==> src/sv/tscq_pkg.sv <==
// Shared types and codes for the timed state change queue.
`timescale 1ns / 1ps

package tscq_pkg;

    localparam int TIME_W  = 32;
    localparam int STATE_W = 16;
    localparam int COUNT_OUT_W = 5;

    localparam logic CMD_SCHEDULE = 1'b0;
    localparam logic CMD_TICK     = 1'b1;

    // Register indexes on the configuration port.
    localparam logic REG_INITIAL_STATE = 1'b0;

    typedef struct packed {
        logic [TIME_W-1:0]  due;
        logic [STATE_W-1:0] state;
    } entry_t;

endpackage

==> src/sv/timed_state_change_queue_core.sv <==
// Top level of the timed state change queue: sorted timer queue in one memory.
`timescale 1ns / 1ps

// Timed state change queue.
// Input channel (s_valid/s_ready): one item is either a schedule (s_command
// low) that enters s_next_state due at s_now_ms + s_delay_ms, or a tick
// (s_command high) that pops the head entry when its due time is at or
// before s_now_ms. Every item gives exactly one result on the m_ channel:
// the current state, the fired and dropped flags and the pending count.
// The queue lives in a circular buffer memory (QUEUE_DEPTH entries, one read
// port with registered data, one write port), kept sorted by due time.
// A tick goes from accept through S_TICK and S_DONE to the result. A schedule walks back from the
// tail one entry per cycle, moving larger entries up, then places the new entry;
// a full queue drops the item without a walk.
// One item is in work at a time; s_ready is high while the sequencer idles,
// also while an earlier result waits in the output register.
// When the receiver stalls, the finished result holds in the sequencer until
// the output register frees.
// Reset empties the queue and sets the current state and initial_state to 0.
// Writing initial_state (address 0) also loads it into the current state.
module timed_state_change_queue_core
    import tscq_pkg::*;
#(
    parameter int QUEUE_DEPTH = 16
) (
    input  logic                   aclk,
    input  logic                   aresetn,
    // input items
    input  logic                   s_valid,
    output logic                   s_ready,
    input  logic                   s_command,
    input  logic [TIME_W-1:0]      s_now_ms,
    input  logic [STATE_W-1:0]     s_next_state,
    input  logic [TIME_W-1:0]      s_delay_ms,
    input  logic [STATE_W-1:0]     s_override_state,
    // result items
    output logic                   m_valid,
    input  logic                   m_ready,
    output logic [STATE_W-1:0]     m_current_state,
    output logic                   m_fired,
    output logic [COUNT_OUT_W-1:0] m_pending_count,
    output logic                   m_dropped,
    // configuration
    input  logic                   psel,
    input  logic                   penable,
    input  logic                   pwrite,
    input  logic [2:0]             paddr,
    input  logic [31:0]            pwdata,
    output logic [31:0]            prdata,
    output logic                   pready
);

    localparam int AW = (QUEUE_DEPTH > 1) ? $clog2(QUEUE_DEPTH) : 1;
    localparam int CW = $clog2(QUEUE_DEPTH + 1);
    localparam logic [AW-1:0] LAST_ADDR = AW'(QUEUE_DEPTH - 1);
    localparam logic [CW-1:0] FULL_COUNT = CW'(QUEUE_DEPTH);

    typedef enum logic [2:0] {
        S_IDLE,
        S_SHIFT,
        S_PLACE,
        S_TICK,
        S_DONE
    } state_t;

    function automatic logic [AW-1:0] addr_inc(input logic [AW-1:0] a);
        return (a == LAST_ADDR) ? '0 : a + 1'b1;
    endfunction

    function automatic logic [AW-1:0] addr_dec(input logic [AW-1:0] a);
        return (a == '0) ? LAST_ADDR : a - 1'b1;
    endfunction

    // Queue storage: circular buffer, head holds the earliest due time.
    entry_t mem [QUEUE_DEPTH];
    entry_t rd_data_reg;
    logic [AW-1:0] rd_addr;
    logic          wr_en;
    logic [AW-1:0] wr_addr;
    entry_t        wr_data;

    state_t state_reg;
    logic [AW-1:0] head_reg;
    logic [AW-1:0] tail_reg;
    logic [CW-1:0] count_reg;
    logic [CW-1:0] pos_reg;
    logic [AW-1:0] rd_ptr_reg;
    logic [AW-1:0] wr_ptr_reg;

    // item held while in work
    logic [TIME_W-1:0]  due_reg;
    logic [TIME_W-1:0]  now_reg;
    logic [STATE_W-1:0] target_reg;
    logic [STATE_W-1:0] override_reg;

    logic [STATE_W-1:0] present_reg;
    logic [STATE_W-1:0] initial_reg;
    logic               fired_reg;
    logic               dropped_reg;

    // output register
    logic                   m_valid_reg;
    logic [STATE_W-1:0]     out_state_reg;
    logic                   out_fired_reg;
    logic [COUNT_OUT_W-1:0] out_count_reg;
    logic                   out_dropped_reg;

    logic s_accept;
    logic cfg_write;
    logic out_free;
    logic move_up;
    logic head_due;
    logic [CW+COUNT_OUT_W-1:0] count_ext;

    assign s_ready   = (state_reg == S_IDLE);
    assign s_accept  = s_valid && s_ready;
    assign cfg_write = psel && penable && pwrite && pready;
    assign out_free  = !m_valid_reg || m_ready;
    assign pready    = 1'b1;
    assign prdata    = (paddr[2] == REG_INITIAL_STATE) ? {16'h0000, initial_reg} : 32'h0;

    // entry read last cycle sits above the new due time: move it up one slot
    assign move_up  = (rd_data_reg.due > due_reg);
    assign head_due = (count_reg != '0) && (rd_data_reg.due <= now_reg);

    assign count_ext = {{COUNT_OUT_W{1'b0}}, count_reg};

    // Read address: head for a tick, tail neighbor for a schedule, then walk back.
    always_comb begin
        if (state_reg == S_SHIFT) begin
            rd_addr = addr_dec(rd_ptr_reg);
        end else if (s_command == CMD_TICK) begin
            rd_addr = head_reg;
        end else begin
            rd_addr = addr_dec(tail_reg);
        end
    end

    always_comb begin
        wr_en   = 1'b0;
        wr_addr = wr_ptr_reg;
        wr_data = '{due: due_reg, state: target_reg};
        if (state_reg == S_PLACE) begin
            wr_en = 1'b1;
        end else if (state_reg == S_SHIFT) begin
            wr_en = 1'b1;
            if (move_up) begin
                wr_data = rd_data_reg;
            end
        end
    end

    always_ff @(posedge aclk) begin
        if (wr_en) begin
            mem[wr_addr] <= wr_data;
        end
        rd_data_reg <= mem[rd_addr];
    end

    always_ff @(posedge aclk) begin
        if (!aresetn) begin
            state_reg       <= S_IDLE;
            head_reg        <= '0;
            tail_reg        <= '0;
            count_reg       <= '0;
            present_reg     <= '0;
            initial_reg     <= '0;
            m_valid_reg     <= 1'b0;
            fired_reg       <= 1'b0;
            dropped_reg     <= 1'b0;
        end else begin
            if (m_valid_reg && m_ready) begin
                m_valid_reg <= 1'b0;
            end
            if (cfg_write && (paddr[2] == REG_INITIAL_STATE)) begin
                initial_reg <= pwdata[STATE_W-1:0];
                present_reg <= pwdata[STATE_W-1:0];
            end

            unique case (state_reg)
                S_IDLE: begin
                    if (s_accept) begin
                        due_reg      <= s_now_ms + s_delay_ms;
                        now_reg      <= s_now_ms;
                        target_reg   <= s_next_state;
                        override_reg <= s_override_state;
                        fired_reg    <= 1'b0;
                        dropped_reg  <= 1'b0;
                        pos_reg      <= count_reg;
                        wr_ptr_reg   <= tail_reg;
                        rd_ptr_reg   <= addr_dec(tail_reg);
                        if (s_command == CMD_TICK) begin
                            state_reg <= S_TICK;
                        end else if (count_reg == FULL_COUNT) begin
                            dropped_reg <= 1'b1;
                            state_reg   <= S_DONE;
                        end else if (count_reg == '0) begin
                            state_reg <= S_PLACE;
                        end else begin
                            state_reg <= S_SHIFT;
                        end
                    end
                end
                S_SHIFT: begin
                    if (move_up) begin
                        // entry moved up; continue with the one below it
                        wr_ptr_reg <= rd_ptr_reg;
                        rd_ptr_reg <= addr_dec(rd_ptr_reg);
                        pos_reg    <= pos_reg - 1'b1;
                        if (pos_reg == CW'(1)) begin
                            state_reg <= S_PLACE;
                        end
                    end else begin
                        // new entry written behind it this cycle
                        count_reg <= count_reg + 1'b1;
                        tail_reg  <= addr_inc(tail_reg);
                        state_reg <= S_DONE;
                    end
                end
                S_PLACE: begin
                    count_reg <= count_reg + 1'b1;
                    tail_reg  <= addr_inc(tail_reg);
                    state_reg <= S_DONE;
                end
                S_TICK: begin
                    if (head_due) begin
                        present_reg <= (override_reg != '0) ? override_reg
                                                            : rd_data_reg.state;
                        head_reg    <= addr_inc(head_reg);
                        count_reg   <= count_reg - 1'b1;
                        fired_reg   <= 1'b1;
                    end
                    state_reg <= S_DONE;
                end
                S_DONE: begin
                    // hand the result over once the output register frees
                    if (out_free) begin
                        m_valid_reg     <= 1'b1;
                        out_state_reg   <= present_reg;
                        out_fired_reg   <= fired_reg;
                        out_count_reg   <= count_ext[COUNT_OUT_W-1:0];
                        out_dropped_reg <= dropped_reg;
                        state_reg       <= S_IDLE;
                    end
                end
                default: begin
                    state_reg <= S_IDLE;
                end
            endcase
        end
    end

    assign m_valid         = m_valid_reg;
    assign m_current_state = out_state_reg;
    assign m_fired         = out_fired_reg;
    assign m_pending_count = out_count_reg;
    assign m_dropped       = out_dropped_reg;

    // The fill never passes the queue depth.
    assert property (@(posedge aclk) disable iff (!aresetn)
        count_reg <= FULL_COUNT)
        else $error("queue count beyond depth");

    // A result never reports both a pop and a drop.
    assert property (@(posedge aclk) disable iff (!aresetn)
        m_valid |-> !(m_fired && m_dropped))
        else $error("fired and dropped together");

    // A drop happens only on a full queue and leaves it full.
    assert property (@(posedge aclk) disable iff (!aresetn)
        (state_reg == S_DONE) && dropped_reg |-> count_reg == FULL_COUNT)
        else $error("drop with room in the queue");

    // A pop removes exactly one entry.
    assert property (@(posedge aclk) disable iff (!aresetn)
        (state_reg == S_TICK) && head_due |=> count_reg == $past(count_reg) - 1'b1)
        else $error("pop did not remove one entry");

endmodule

==> config.mk <==
export PLATFORM = sky130hd
export DESIGN_NAME = timed_state_change_queue_core
export DESIGN_NICKNAME = d
export VERILOG_FILES = /design/src/sv/tscq_pkg.sv /design/src/sv/timed_state_change_queue_core.sv
export SDC_FILE = /design/constraint.sdc
export NUM_CORES = 1
export LEC_CHECK = 0
export CAP_MARGIN = 20
export CORE_MARGIN = 4
export CORE_UTILIZATION = 35
export CTS_CLUSTER_DIAMETER = 200
export DETAILED_ROUTE_END_ITERATION = 6
export DONT_BUFFER_PORTS = 1
export SYNTH_ARGS = -nofsm -noshare
export SYNTH_HDL_FRONTEND = slang
export SYNTH_SLANG_ARGS = --single-unit
==> constraint.sdc <==
create_clock -name aclk -period 6.1 [get_ports aclk]
set_input_delay 0.915 -clock aclk [delete_from_list [all_inputs] [get_ports aclk]]
set_output_delay 0.915 -clock aclk [all_outputs]
set_load 0.02 [all_outputs]
Word-level counts from Yosys, hierarchy flattened
Memories as Yosys holds them, arrays and structs flattened. A register that Yosys moved wholly into a read port is not among the register bits.
Index checks and enable logic that the tools add are counted.

cells by class
  bitwise logic cells = 1
  muxes and demuxes = 48
  order comparisons = 2
  reduce and logical (&&, ||, !) cells = 28
  add/subtract/negate cells = 8
  equality and inequality tests = 14

operator list
  kind                                                  number
  2-to-1 mux 48 bit                                     3
  2-to-1 mux 16 bit                                     5
  2-to-1 mux 4 bit                                      11
  adder 32 bit                                          1
  greater-than comparator 32 bit                        1
  less-or-equal comparator 32 bit                       1
  case mux 4 bit (2 select lines)                       3
  2-to-1 mux 5 bit                                      4
  2-to-1 mux 3 bit                                      6
  nonzero test 16 bit                                   1
  case mux 5 bit (3 select lines)                       1
  AND reduction 3 bit                                   5
  case mux 3 bit (4 select lines)                       1
  2-to-1 mux 1 bit                                      11
  case mux 5 bit (2 select lines)                       1
  subtractor 5 x 1 -> 5 bit (second input constant)     2
  adder 4 x 1 -> 4 bit (second input constant)          2
  equality test 4 bit (second input constant)           2
  logical NOT 4 bit                                     2
  != test 2 bit (second input constant)                 4
  subtractor 4 x 1 -> 4 bit (second input constant)     2
  equality test 3 x 2 -> 1 bit (second input constant)  2
  logical AND 1 bit                                     6
  AND reduction 2 bit                                   3
  other kinds (19)                                      21

storage, ports and cells
  bits of input ports = 139
  memories kept = 1
  output and inout bits = 58
  register bits after elaboration = 183
  RAM bits = 768
  logic and storage cells = 122

memories
  memory  depth  width  read ports  clocked after Yosys merged registers in  wr ports  line                                 source
  mem     16     48     1           1                                        1         timed_state_change_queue_core.sv:75  entry_t mem [QUEUE_DEPTH];

Longest topological paths before layout
Gate-level depths: netlist (run 1).

  word-level depth = 6
  gate-level depth with buffers = 13

Least setup slack after synthesis (run 1)
No wires, ideal clock.

  path kind = register to register
  start point = reg state_reg[2]
  end point = mem mem[0][0] (netlist bit), enable pin
  arrival time = 4.493 ns
  setup time = 0.523 ns
  cell stages (with the launch flop) = 4
  setup slack = 1.084 ns
  clock period less this slack = 5.016 ns
  path through = dfxtp_1 clkbuf_1 nor4_1 nor3b_1

between the ends
  cells in the longest elaborated chain, start to end = 5
  elaborated cells between the ends (all ways) = 6

ends and longest elaborated chain
  what                                        line                                  source
  from (decl)                                 timed_state_change_queue_core.sv:82   state_t state_reg;
  from (signal assigned)                      timed_state_change_queue_core.sv:162  state_reg <= S_IDLE;
  from (signal assigned)                      timed_state_change_queue_core.sv:193  state_reg <= S_TICK;
  from (signal assigned)                      timed_state_change_queue_core.sv:196  state_reg <= S_DONE;
  equality test 3 x 1 -> 1 bit                timed_state_change_queue_core.sv:145  end else if (state_reg == S_SHIFT) begin
  2-to-1 mux 1 bit                            timed_state_change_queue_core.sv:145
  2-to-1 mux 1 bit (*)                        timed_state_change_queue_core.sv:143  if (state_reg == S_PLACE) begin
  2-to-1 mux 1 bit (*)                        timed_state_change_queue_core.sv:154  if (wr_en) begin
  2-to-1 mux 1 bit (not written as such) (*)  timed_state_change_queue_core.sv:155  mem[wr_addr] <= wr_data;
  to (decl)                                   timed_state_change_queue_core.sv:75

Every way passes the cells marked *; elsewhere a longest branch is shown, timed or not.

==> report_table.html, run 1 <==
<table>
<tr><th>Metric</th><th>Value</th></tr>
<tr><th colspan="2">Floorplanning</th></tr>
<tr><td>Cell row count</td><td>approximately 130</td></tr>
<tr><td>Io pins</td><td>197</td></tr>
<tr><td>Area enclosed by the die boundary</td><td>approximately 120000 um^2</td></tr>
<tr><td>Vertical die dimension</td><td>between 300 and 400 um</td></tr>
<tr><td>Width of the die</td><td>between 300 and 400 um</td></tr>
<tr><td>Area of the core region</td><td>118000 um^2</td></tr>
<tr><td>Initial standard-cell utilization of the core</td><td>0.353</td></tr>
<tr><th colspan="2">STA</th></tr>
<tr><td>Summed negative setup slack over all endpoints</td><td>0 ns</td></tr>
<tr><td>Final critical path time including I/O delays and setup</td><td>about 4.2 ns</td></tr>
<tr><td>Final count of negative-setup-slack endpoints</td><td>0</td></tr>
<tr><td>Worst clock skew</td><td>0.0271 ns</td></tr>
<tr><td>Final Hold Vio Count</td><td>0</td></tr>
<tr><td>Max-slew violation count</td><td>0</td></tr>
<tr><td>RSZ-0062 raised after global routing</td><td>no</td></tr>
<tr><td>Hold slack final</td><td>0.339 ns</td></tr>
<tr><td>Slew headroom</td><td>0.259</td></tr>
<tr><td>Actual transition at the worst max-transition pin</td><td>approximately 1.1 ns</td></tr>
<tr><td>Final worst path period share</td><td>0.694</td></tr>
<tr><td>Max Freq</td><td>236 MHz</td></tr>
<tr><td>Final WS setup</td><td>about 1.9 ns</td></tr>
<tr><th colspan="2">Yosys</th></tr>
<tr><td>YS warnings</td><td>0</td></tr>
<tr><td>Post-synth ARST share</td><td>0</td></tr>
<tr><td>Dominant cell by count in the synthesized netlist</td><td>edfxtp_1</td></tr>
<tr><td>Synthesized flop and latch total</td><td>roughly 1000</td></tr>
<tr><td>Mean cell area of the mapped netlist</td><td>13.7 um^2</td></tr>
<tr><td>Synth top area cells</td><td>edfxtp_1, nand2_1, dfxtp_1</td></tr>
<tr><td>Count of flip-flops with a built-in enable after synthesis</td><td>900</td></tr>
<tr><td>Cells after Synth</td><td>3036</td></tr>
<tr><td>Dominant register cell in the synthesized netlist</td><td>edfxtp_1</td></tr>
<tr><td>Total standard cell area after synthesis</td><td>41700 um^2</td></tr>
<tr><td>Most frequent cells after synthesis</td><td>edfxtp_1, nand2_1, nand3_1, a21oi_1, ha_1</td></tr>
<tr><td>Area share of the largest cell type after synthesis</td><td>0.648</td></tr>
<tr><td>Sequential-to-total area share from yosys stat</td><td>0.695</td></tr>
<tr><td>Cell type contributing the most total cell area after synthesis</td><td>edfxtp_1</td></tr>
<tr><td>Library cells used by synthesis</td><td>between 70 and 80</td></tr>
<tr><th colspan="2">Worst hold path</th></tr>
<tr><td>Classification of the worst-slack hold path</td><td>input port to flip-flop</td></tr>
<tr><td>Number of stages on the worst hold path</td><td>0</td></tr>
<tr><td>Startpoint of the tightest hold check path</td><td>s_now_ms[30]</td></tr>
<tr><td>Destination of the worst hold path</td><td>now_reg[30]</td></tr>
<tr><th colspan="2">Clock tree</th></tr>
<tr><td>Post-CTS setup buffer count</td><td>0</td></tr>
<tr><td>Number of clock sinks seen by CTS</td><td>999</td></tr>
<tr><td>Clock Latency Late Sink</td><td>0.67 ns</td></tr>
<tr><td>CTS resizes</td><td>0</td></tr>
<tr><td>Maximum level of the CTS H-tree</td><td>3</td></tr>
<tr><td>Clock slew seen by the registers of the worst setup and hold paths</td><td>0.06 ns</td></tr>
<tr><td>Number of CTS-inserted buffers</td><td>92</td></tr>
<tr><td>Number of buffers inserted for hold repair after clock tree synthesis</td><td>0</td></tr>
<tr><td>Clock tree root driver cell</td><td>clkbuf_16</td></tr>
<tr><td>Number of buffers on the longest clock path</td><td>3</td></tr>
<tr><td>Clock tree from TritonCTS</td><td>built</td></tr>
<tr><th colspan="2">Global route</th></tr>
<tr><td>Number of antenna violations at the first check in global routing</td><td>9</td></tr>
<tr><td>Wire length of the first global-routing pass</td><td>157000 um</td></tr>
<tr><td>Total congestion overflow</td><td>0</td></tr>
<tr><td>Number of global-route vias before repair</td><td>23600</td></tr>
<tr><td>Total routing usage reported by global routing</td><td>0.167</td></tr>
<tr><td>Maximum number of pins on one net before global-route repair</td><td>86</td></tr>
<tr><th colspan="2">Routing</th></tr>
<tr><td>Overall via count from detail_route</td><td>25000</td></tr>
<tr><td>Post-detailed-route DRC marker count</td><td>0</td></tr>
<tr><td>Routed wire per std cell</td><td>23.0 um</td></tr>
<tr><td>Antenna-violating nets left</td><td>0</td></tr>
<tr><td>1st-iter DRT viols</td><td>2609</td></tr>
<tr><td>Total wirelength of the detailed-routed design</td><td>approximately 110000 um</td></tr>
<tr><td>Drt pass-1 iters</td><td>5</td></tr>
<tr><td>Routed via count divided by cell count</td><td>roughly 5.4</td></tr>
<tr><th colspan="2">Setup path</th></tr>
<tr><td>Internal reg-to-reg setup slack</td><td>1.86 ns</td></tr>
<tr><td>Crit path depth</td><td>9</td></tr>
<tr><td>Signal arrival time at the worst endpoint</td><td>4.60 ns</td></tr>
<tr><td>Critical R2R Capture</td><td>mem[11][28]</td></tr>
<tr><td>Depth of the worst register-to-register path</td><td>9</td></tr>
<tr><td>CP Buf/Inv Count</td><td>2</td></tr>
<tr><td>Required time at the worst-slack endpoint</td><td>6.46 ns</td></tr>
<tr><td>Setup Crit Path Kind</td><td>flip-flop to flip-flop</td></tr>
<tr><td>Ordered list of cells on the worst path</td><td>inv_1, ha_1, nand4_1, nor4_1, nand4_1, and2_0, o21ai_4, buf_4, mux2_2</td></tr>
<tr><td>CP max-delay cell</td><td>nor4_1</td></tr>
<tr><td>Gate family responsible for the most delay along the worst path</td><td>simple AND/OR/NAND/NOR gates</td></tr>
<tr><td>Maximum fanout encountered on the critical timing path</td><td>36</td></tr>
<tr><td>Launching point of the worst reg2reg path</td><td>due_reg[31]</td></tr>
<tr><td>Crit-path most repeated cell</td><td>nand4_1</td></tr>
<tr><td>Kind of start point of the critical path</td><td>flip-flop</td></tr>
<tr><td>CP Capture Type</td><td>flip-flop</td></tr>
<tr><td>CP peak stage delay</td><td>0.75 ns</td></tr>
<tr><th colspan="2">Placement</th></tr>
<tr><td>Number of port buffers</td><td>0</td></tr>
<tr><td>Global placement routability congestion</td><td>0.818</td></tr>
<tr><td>Final HPWL from detailed placement</td><td>61800 um</td></tr>
<tr><td>Worst setup slack after placement</td><td>1.94 ns</td></tr>
<tr><th colspan="2">Layout</th></tr>
<tr><td>Post-synthesis to final-layout area growth</td><td>11.6%</td></tr>
<tr><td>Number of flip-flops in the largest register</td><td>768</td></tr>
<tr><td>Count of nets after finishing</td><td>3282</td></tr>
<tr><td>Share of cells above drive strength 1</td><td>0.108</td></tr>
<tr><td>Share of the core filled with cells</td><td>0.394</td></tr>
<tr><td>FILL cells</td><td>roughly 11000</td></tr>
<tr><th colspan="2">Power and ir drop</th></tr>
<tr><td>Power per standard cell area</td><td>423 nW/um^2</td></tr>
<tr><td>IR Drop Worst-Case VDD</td><td>0.000256 V</td></tr>
<tr><td>Static Leak</td><td>about 16 nW</td></tr>
<tr><th colspan="2">Flow run</th></tr>
<tr><td>Max-cap violations</td><td>0</td></tr>
<tr><th colspan="2">Status</th></tr>
<tr><td>Outcome</td><td>complete, no violations</td></tr>
</table>
-- metal layers --
metal,track usage,routed length [um],up-vias
met5,0,7,-
met4,0.0415,2580,2
met3,0.0328,7980,162
met2,0.263,49300,911
met1,0.237,47100,12500
li1,-,-,11400
-- how the worst max path moves through the flow --
stage / startpoint / slack (ns) / to
6_report: due_reg[31] / 1.86 / mem[11][28]
5_1_grt: rd_data_reg[31] / 1.63 / present_reg[5]
4_1_cts: due_reg[31] / 1.88 / mem[13][41]
3_5_place_dp: due_reg[31] / 1.94 / mem[15][38]
3_3_place_gp: due_reg[31] / 2.04 / mem[0][41]
2_1_floorplan: state_reg[2] / 1.08 / mem[0][0]
-- logic make-up after synthesis --
| group | synth area share |
|---|---|
| other | 0.000180 |
| xor gates and xnor gates | 0.00609 |
| buffers and inverters | 0.0290 |
| and+or+nand+nor | 0.108 |
| adders and majority gates | 0.0321 |
| DFF | 0.695 |
| muxes | 0.0525 |
| AOI/OAI and AO/OA | 0.0767 |
-- report_power, final --
| group | switching [W] | leakage, nW | internal, W |
|---|---|---|---|
| Sequential | 0.000450 | 8.94 | 0.00843 |
| Clock | 0.00250 | 1.44 | 0.00320 |
| Combinational | 0.00344 | 5.86 | 0.00167 |
| Total | 0.00639 | 16.2 | 0.0133 |
-- through the flow --
stage,total power (W),instance area (um^2),std cells
floorplan,0.0122,41800,3051
global placement,0.0141,43600,4478
detailed placement,0.0141,43600,4478
CTS,0.0198,46500,4647
global route,0.0206,46600,4648
finish,0.0197,46600,4652
-- cell type report --
cell class / count / area [um^2] / area share
timing repair buffer: 64 / 588 / 0.0126
tap: 1536 / 1920 / 0.0413
antenna: 4 / 10.0 / 0.000215
clock inverter: 45 / 434 / 0.00932
multi-input combinational: 1793 / 11800 / 0.253
clock buffer: 124 / 2510 / 0.0540
sequential: 999 / 29000 / 0.623
inverter: 87 / 327 / 0.00701
-- cells in the final DEF, fill, tap and decap left out, types with 12 or more instances in the layout --
| cell type | count |
|---|---|
| a21o_1 | 24 |
| mux4_2 | 48 |
| mux2_2 | 47 |
| or3_1 | 15 |
| dfxtp_1 | 99 |
| nor3_1 | 12 |
| o211a_1 | 17 |
| o21ai_1 | 21 |
| a2111oi_0 | 15 |
| clkbuf_1 | 24 |
| conb_1 | 17 |
| a211o_1 | 19 |
| mux2i_1 | 58 |
| a32oi_1 | 15 |
| xnor2_1 | 19 |
| a21boi_0 | 21 |
| nand2_1 | 590 |
| inv_1 | 87 |
| nand4_1 | 15 |
| and3_1 | 41 |
| nor2b_1 | 27 |
| clkinv_2 | 17 |
| clkbuf_16 | 93 |
| nand2b_1 | 17 |
| a311oi_1 | 22 |
| a21oi_1 | 126 |
| ha_1 | 104 |
| o21ai_0 | 54 |
| o221ai_1 | 17 |
| a31oi_1 | 35 |
| edfxtp_1 | 900 |
| nand3_1 | 189 |
| nor2_1 | 52 |
| o22ai_1 | 16 |
| buf_4 | 56 |
No activity file was read; power rests on OpenSTA's default activity.
==> run 2: changes to the inputs <==
==> constraint.sdc (replaced) <==
create_clock -name aclk -period 3.94 [get_ports aclk]
set_input_delay 0.591 -clock aclk [delete_from_list [all_inputs] [get_ports aclk]]
set_output_delay 0.591 -clock aclk [all_outputs]
set_load 0.02 [all_outputs]
==> run 2 against run 1 <==
  * Global-route usage up 0.078 points
  * Combinational power up 62%
  * Worst setup slack worse by 1.7 ns
  * Clock skew down 0.0013 ns
  * Sequential cell count unchanged
  * Fmax up 11%
  * Sequential share of layout area down 1.9 points
  * Wire length up 0.73%
  * Cell count up 2.5%
  * Critical path type unchanged
  * Utilization up 1.2 points
==> report_table.html, run 2 (synthesized netlist as in run 1, its figures left out) <==
<table>
<tr><th>Metric</th><th>Value</th></tr>
<tr><th colspan="2">Global route</th></tr>
<tr><td>Number of antenna violations at the first check in global routing</td><td>6</td></tr>
<tr><td>Maximum number of pins on one net before global-route repair</td><td>87</td></tr>
<tr><td>Wire length of the first global-routing pass</td><td>about 160000 um</td></tr>
<tr><td>Total routing usage reported by global routing</td><td>0.167</td></tr>
<tr><td>Total congestion overflow</td><td>0</td></tr>
<tr><td>Number of global-route vias before repair</td><td>24400</td></tr>
<tr><th colspan="2">Layout</th></tr>
<tr><td>Number of flip-flops in the largest register</td><td>about 770</td></tr>
<tr><td>Most frequent cells in the layout</td><td>edfxtp_1, nand2_1, nand3_1, a21oi_1, ha_1</td></tr>
<tr><td>Post-synthesis to final-layout area growth</td><td>15.0%</td></tr>
<tr><td>Most common cell after layout, fill and taps aside</td><td>edfxtp_1</td></tr>
<tr><td>Count of nets after finishing</td><td>approximately 3400</td></tr>
<tr><td>Post-route non-filler standard cell count</td><td>4767</td></tr>
<tr><td>Share of cells above drive strength 1</td><td>0.123</td></tr>
<tr><th colspan="2">Routing</th></tr>
<tr><td>DR WL met2</td><td>50400 um</td></tr>
<tr><td>Routed via count divided by cell count</td><td>5.34</td></tr>
<tr><td>Post-detailed-route DRC marker count</td><td>0</td></tr>
<tr><td>1st-iter DRT viols</td><td>2634</td></tr>
<tr><td>Max Used Layer</td><td>met5</td></tr>
<tr><td>Total wirelength of the detailed-routed design</td><td>108000 um</td></tr>
<tr><td>Antenna-violating nets left</td><td>0</td></tr>
<tr><td>Met1 routed wirelength after detailed routing</td><td>~47000 um</td></tr>
<tr><td>Routed wire per std cell</td><td>22.6 um</td></tr>
<tr><td>Drt pass-1 iters</td><td>5</td></tr>
<tr><td>Overall via count from detail_route</td><td>25500</td></tr>
<tr><td>Length of routed met3 wiring</td><td>7650 um</td></tr>
<tr><th colspan="2">STA</th></tr>
<tr><td>RSZ-0062 raised after global routing</td><td>no</td></tr>
<tr><td>Final WS setup</td><td>around 0.14 ns</td></tr>
<tr><td>Max-slew violation count</td><td>0</td></tr>
<tr><td>Hold slack final</td><td>~0.066 ns</td></tr>
<tr><td>Summed negative setup slack over all endpoints</td><td>0 ns</td></tr>
<tr><td>Max Freq</td><td>263 MHz</td></tr>
<tr><td>Final worst path period share</td><td>0.965</td></tr>
<tr><td>Final Hold Vio Count</td><td>0</td></tr>
<tr><td>Final critical path time including I/O delays and setup</td><td>3.80 ns</td></tr>
<tr><td>Actual transition at the worst max-transition pin</td><td>1.08 ns</td></tr>
<tr><td>Final count of negative-setup-slack endpoints</td><td>0</td></tr>
<tr><td>Slew headroom</td><td>0.277</td></tr>
<tr><td>Worst clock skew</td><td>about 0.026 ns</td></tr>
<tr><th colspan="2">Setup path</th></tr>
<tr><td>Internal reg-to-reg setup slack</td><td>0.14 ns</td></tr>
<tr><td>Signal arrival time at the worst endpoint</td><td>4.15 ns</td></tr>
<tr><td>Critical R2R Capture</td><td>mem[4][28]</td></tr>
<tr><td>Launching point of the worst reg2reg path</td><td>due_reg[29]</td></tr>
<tr><td>Maximum fanout encountered on the critical timing path</td><td>48</td></tr>
<tr><td>Depth of the worst register-to-register path</td><td>9</td></tr>
<tr><td>Setup Crit Path Kind</td><td>flip-flop to flip-flop</td></tr>
<tr><td>Required time at the worst-slack endpoint</td><td>4.29 ns</td></tr>
<tr><td>Kind of start point of the critical path</td><td>flip-flop</td></tr>
<tr><td>CP Capture Type</td><td>flip-flop</td></tr>
<tr><td>Launch point of the critical path</td><td>due_reg[29]</td></tr>
<tr><th colspan="2">Status</th></tr>
<tr><td>Outcome</td><td>complete, no violations</td></tr>
<tr><th colspan="2">Clock tree</th></tr>
<tr><td>Clock tree root driver cell</td><td>clkbuf_16</td></tr>
<tr><td>Number of buffers on the longest clock path</td><td>3</td></tr>
<tr><td>Number of clock sinks seen by CTS</td><td>999</td></tr>
<tr><td>Clock tree from TritonCTS</td><td>built</td></tr>
<tr><td>Clock slew seen by the registers of the worst setup and hold paths</td><td>0.06 ns</td></tr>
<tr><td>Number of CTS-inserted buffers</td><td>96</td></tr>
<tr><td>Maximum level of the CTS H-tree</td><td>3</td></tr>
<tr><td>Post-CTS setup buffer count</td><td>0</td></tr>
<tr><td>Clock Latency Late Sink</td><td>0.67 ns</td></tr>
<tr><th colspan="2">Power and ir drop</th></tr>
<tr><td>Share of power burned in combinational logic</td><td>0.264</td></tr>
<tr><td>Switching part of the total</td><td>0.322</td></tr>
<tr><td>Power per standard cell area</td><td>652 nW/um^2</td></tr>
<tr><td>Power share of the clock group</td><td>0.297</td></tr>
<tr><td>Total power draw</td><td>0.0313 W</td></tr>
<tr><td>Power share of the sequential group</td><td>0.439</td></tr>
<tr><td>Cell internal power dissipation</td><td>0.0212 W</td></tr>
<tr><td>IR Drop Worst-Case VDD</td><td>about 0.00038 V</td></tr>
<tr><td>Switching power</td><td>a little over 0.01 W</td></tr>
<tr><td>Static Leak</td><td>roughly 17 nW</td></tr>
<tr><th colspan="2">Floorplanning</th></tr>
<tr><td>Area enclosed by the die boundary</td><td>125000 um^2</td></tr>
<tr><td>Io pins</td><td>a little under 200</td></tr>
<tr><td>Initial standard-cell utilization of the core</td><td>0.353</td></tr>
<tr><td>Vertical die dimension</td><td>353 um</td></tr>
<tr><td>Area of the core region</td><td>118000 um^2</td></tr>
<tr><td>Cell row count</td><td>126</td></tr>
<tr><td>Width of the die</td><td>353 um</td></tr>
<tr><th colspan="2">Placement</th></tr>
<tr><td>Number of port buffers</td><td>0</td></tr>
<tr><td>Global placement routability congestion</td><td>0.808</td></tr>
<tr><td>Final HPWL from detailed placement</td><td>63300 um</td></tr>
<tr><td>Number of cells in the design after placement</td><td>4521</td></tr>
<tr><td>Worst setup slack after placement</td><td>roughly 0.23 ns</td></tr>
<tr><th colspan="2">Worst hold path</th></tr>
<tr><td>Number of stages on the worst hold path</td><td>1</td></tr>
<tr><td>Classification of the worst-slack hold path</td><td>input port to flip-flop</td></tr>
<tr><td>Startpoint of the tightest hold check path</td><td>aresetn</td></tr>
<tr><td>Destination of the worst hold path</td><td>head_reg[3]</td></tr>
<tr><th colspan="2">Flow run</th></tr>
<tr><td>Max-cap violations</td><td>0</td></tr>
</table>
[run 2: cell types whose count changed in the layout (fill, tap and decap cells not counted), moves of 6 or more]
cell	delta
dlygate4sd3_1	+64
buf_4	+25
clkinv_2	+7
buf_12	+18
clkbuf_16	+10
clkbuf_1	-6
[run 2: timing repair]
| action | in CTS | in global routing |
|---|---|---|
| endpoints found under the hold margin | 64 | 0 |
| gates resized for setup | 0 | 0 |
| hold buffers | 64 | 0 |
| endpoints found under the setup margin | 0 | 0 |
[run 2: worst max path at each step]
stage,slack (ns),end
2_1_floorplan,0.37,mem[1][0]
3_3_place_gp,0.20,mem[6][4]
3_5_place_dp,0.23,mem[1][35]
4_1_cts,0.22,mem[4][23]
5_1_grt,0.03,mem[7][29]
6_report,0.14,mem[4][28]
[run 2: through the flow]
step                      instance area (um^2)   util
after floorplan                          41800      -
after global placement                   44100  0.373
after detailed placement                 44100  0.373
after CTS                                48000  0.406
after global routing                     48000  0.406
final                                    48000  0.406
[run 2: worst max-delay path: stages, from the launching register on]
cell and delay, ns:
edfxtp_1 0.36, inv_1 0.05, ha_1 0.29, nand4_1 0.21, nor4_1 0.73, nand4_1 0.38
and2_0 0.34, o21ai_4 0.20, buf_12 0.36, mux2_2 0.52
[run 2: final cells by class]
class	count	area, um^2
antenna	2	5.00
clock buffer	133	2810
clock inverter	47	399
fill	10800	70200
inverter	87	327
multi-input combinational	1793	11800
sequential	999	29000
tap	1536	1920
timing repair buffer	170	1750
[run 2: routing by layer]
| metal | vias to the layer above | global-route usage |
|---|---|---|
| li1 | 11600 | - |
| met2 | 932 | 0.269 |
| met5 | - | 0 |
| met1 | 12800 | 0.237 |
| met3 | 149 | 0.0271 |
| met4 | 4 | 0.0441 |
[run 2: power by group through the flow]
stage	Sequential, W	Clock (W)	Combinational (W)
floorplan	0.0136	0	0.00534
global placement	0.0140	0	0.00811
detailed placement	0.0140	0	0.00820
CTS	0.0138	0.00947	0.00830
global route	0.0138	0.00990	0.00904
finish	0.0137	0.00929	0.00826
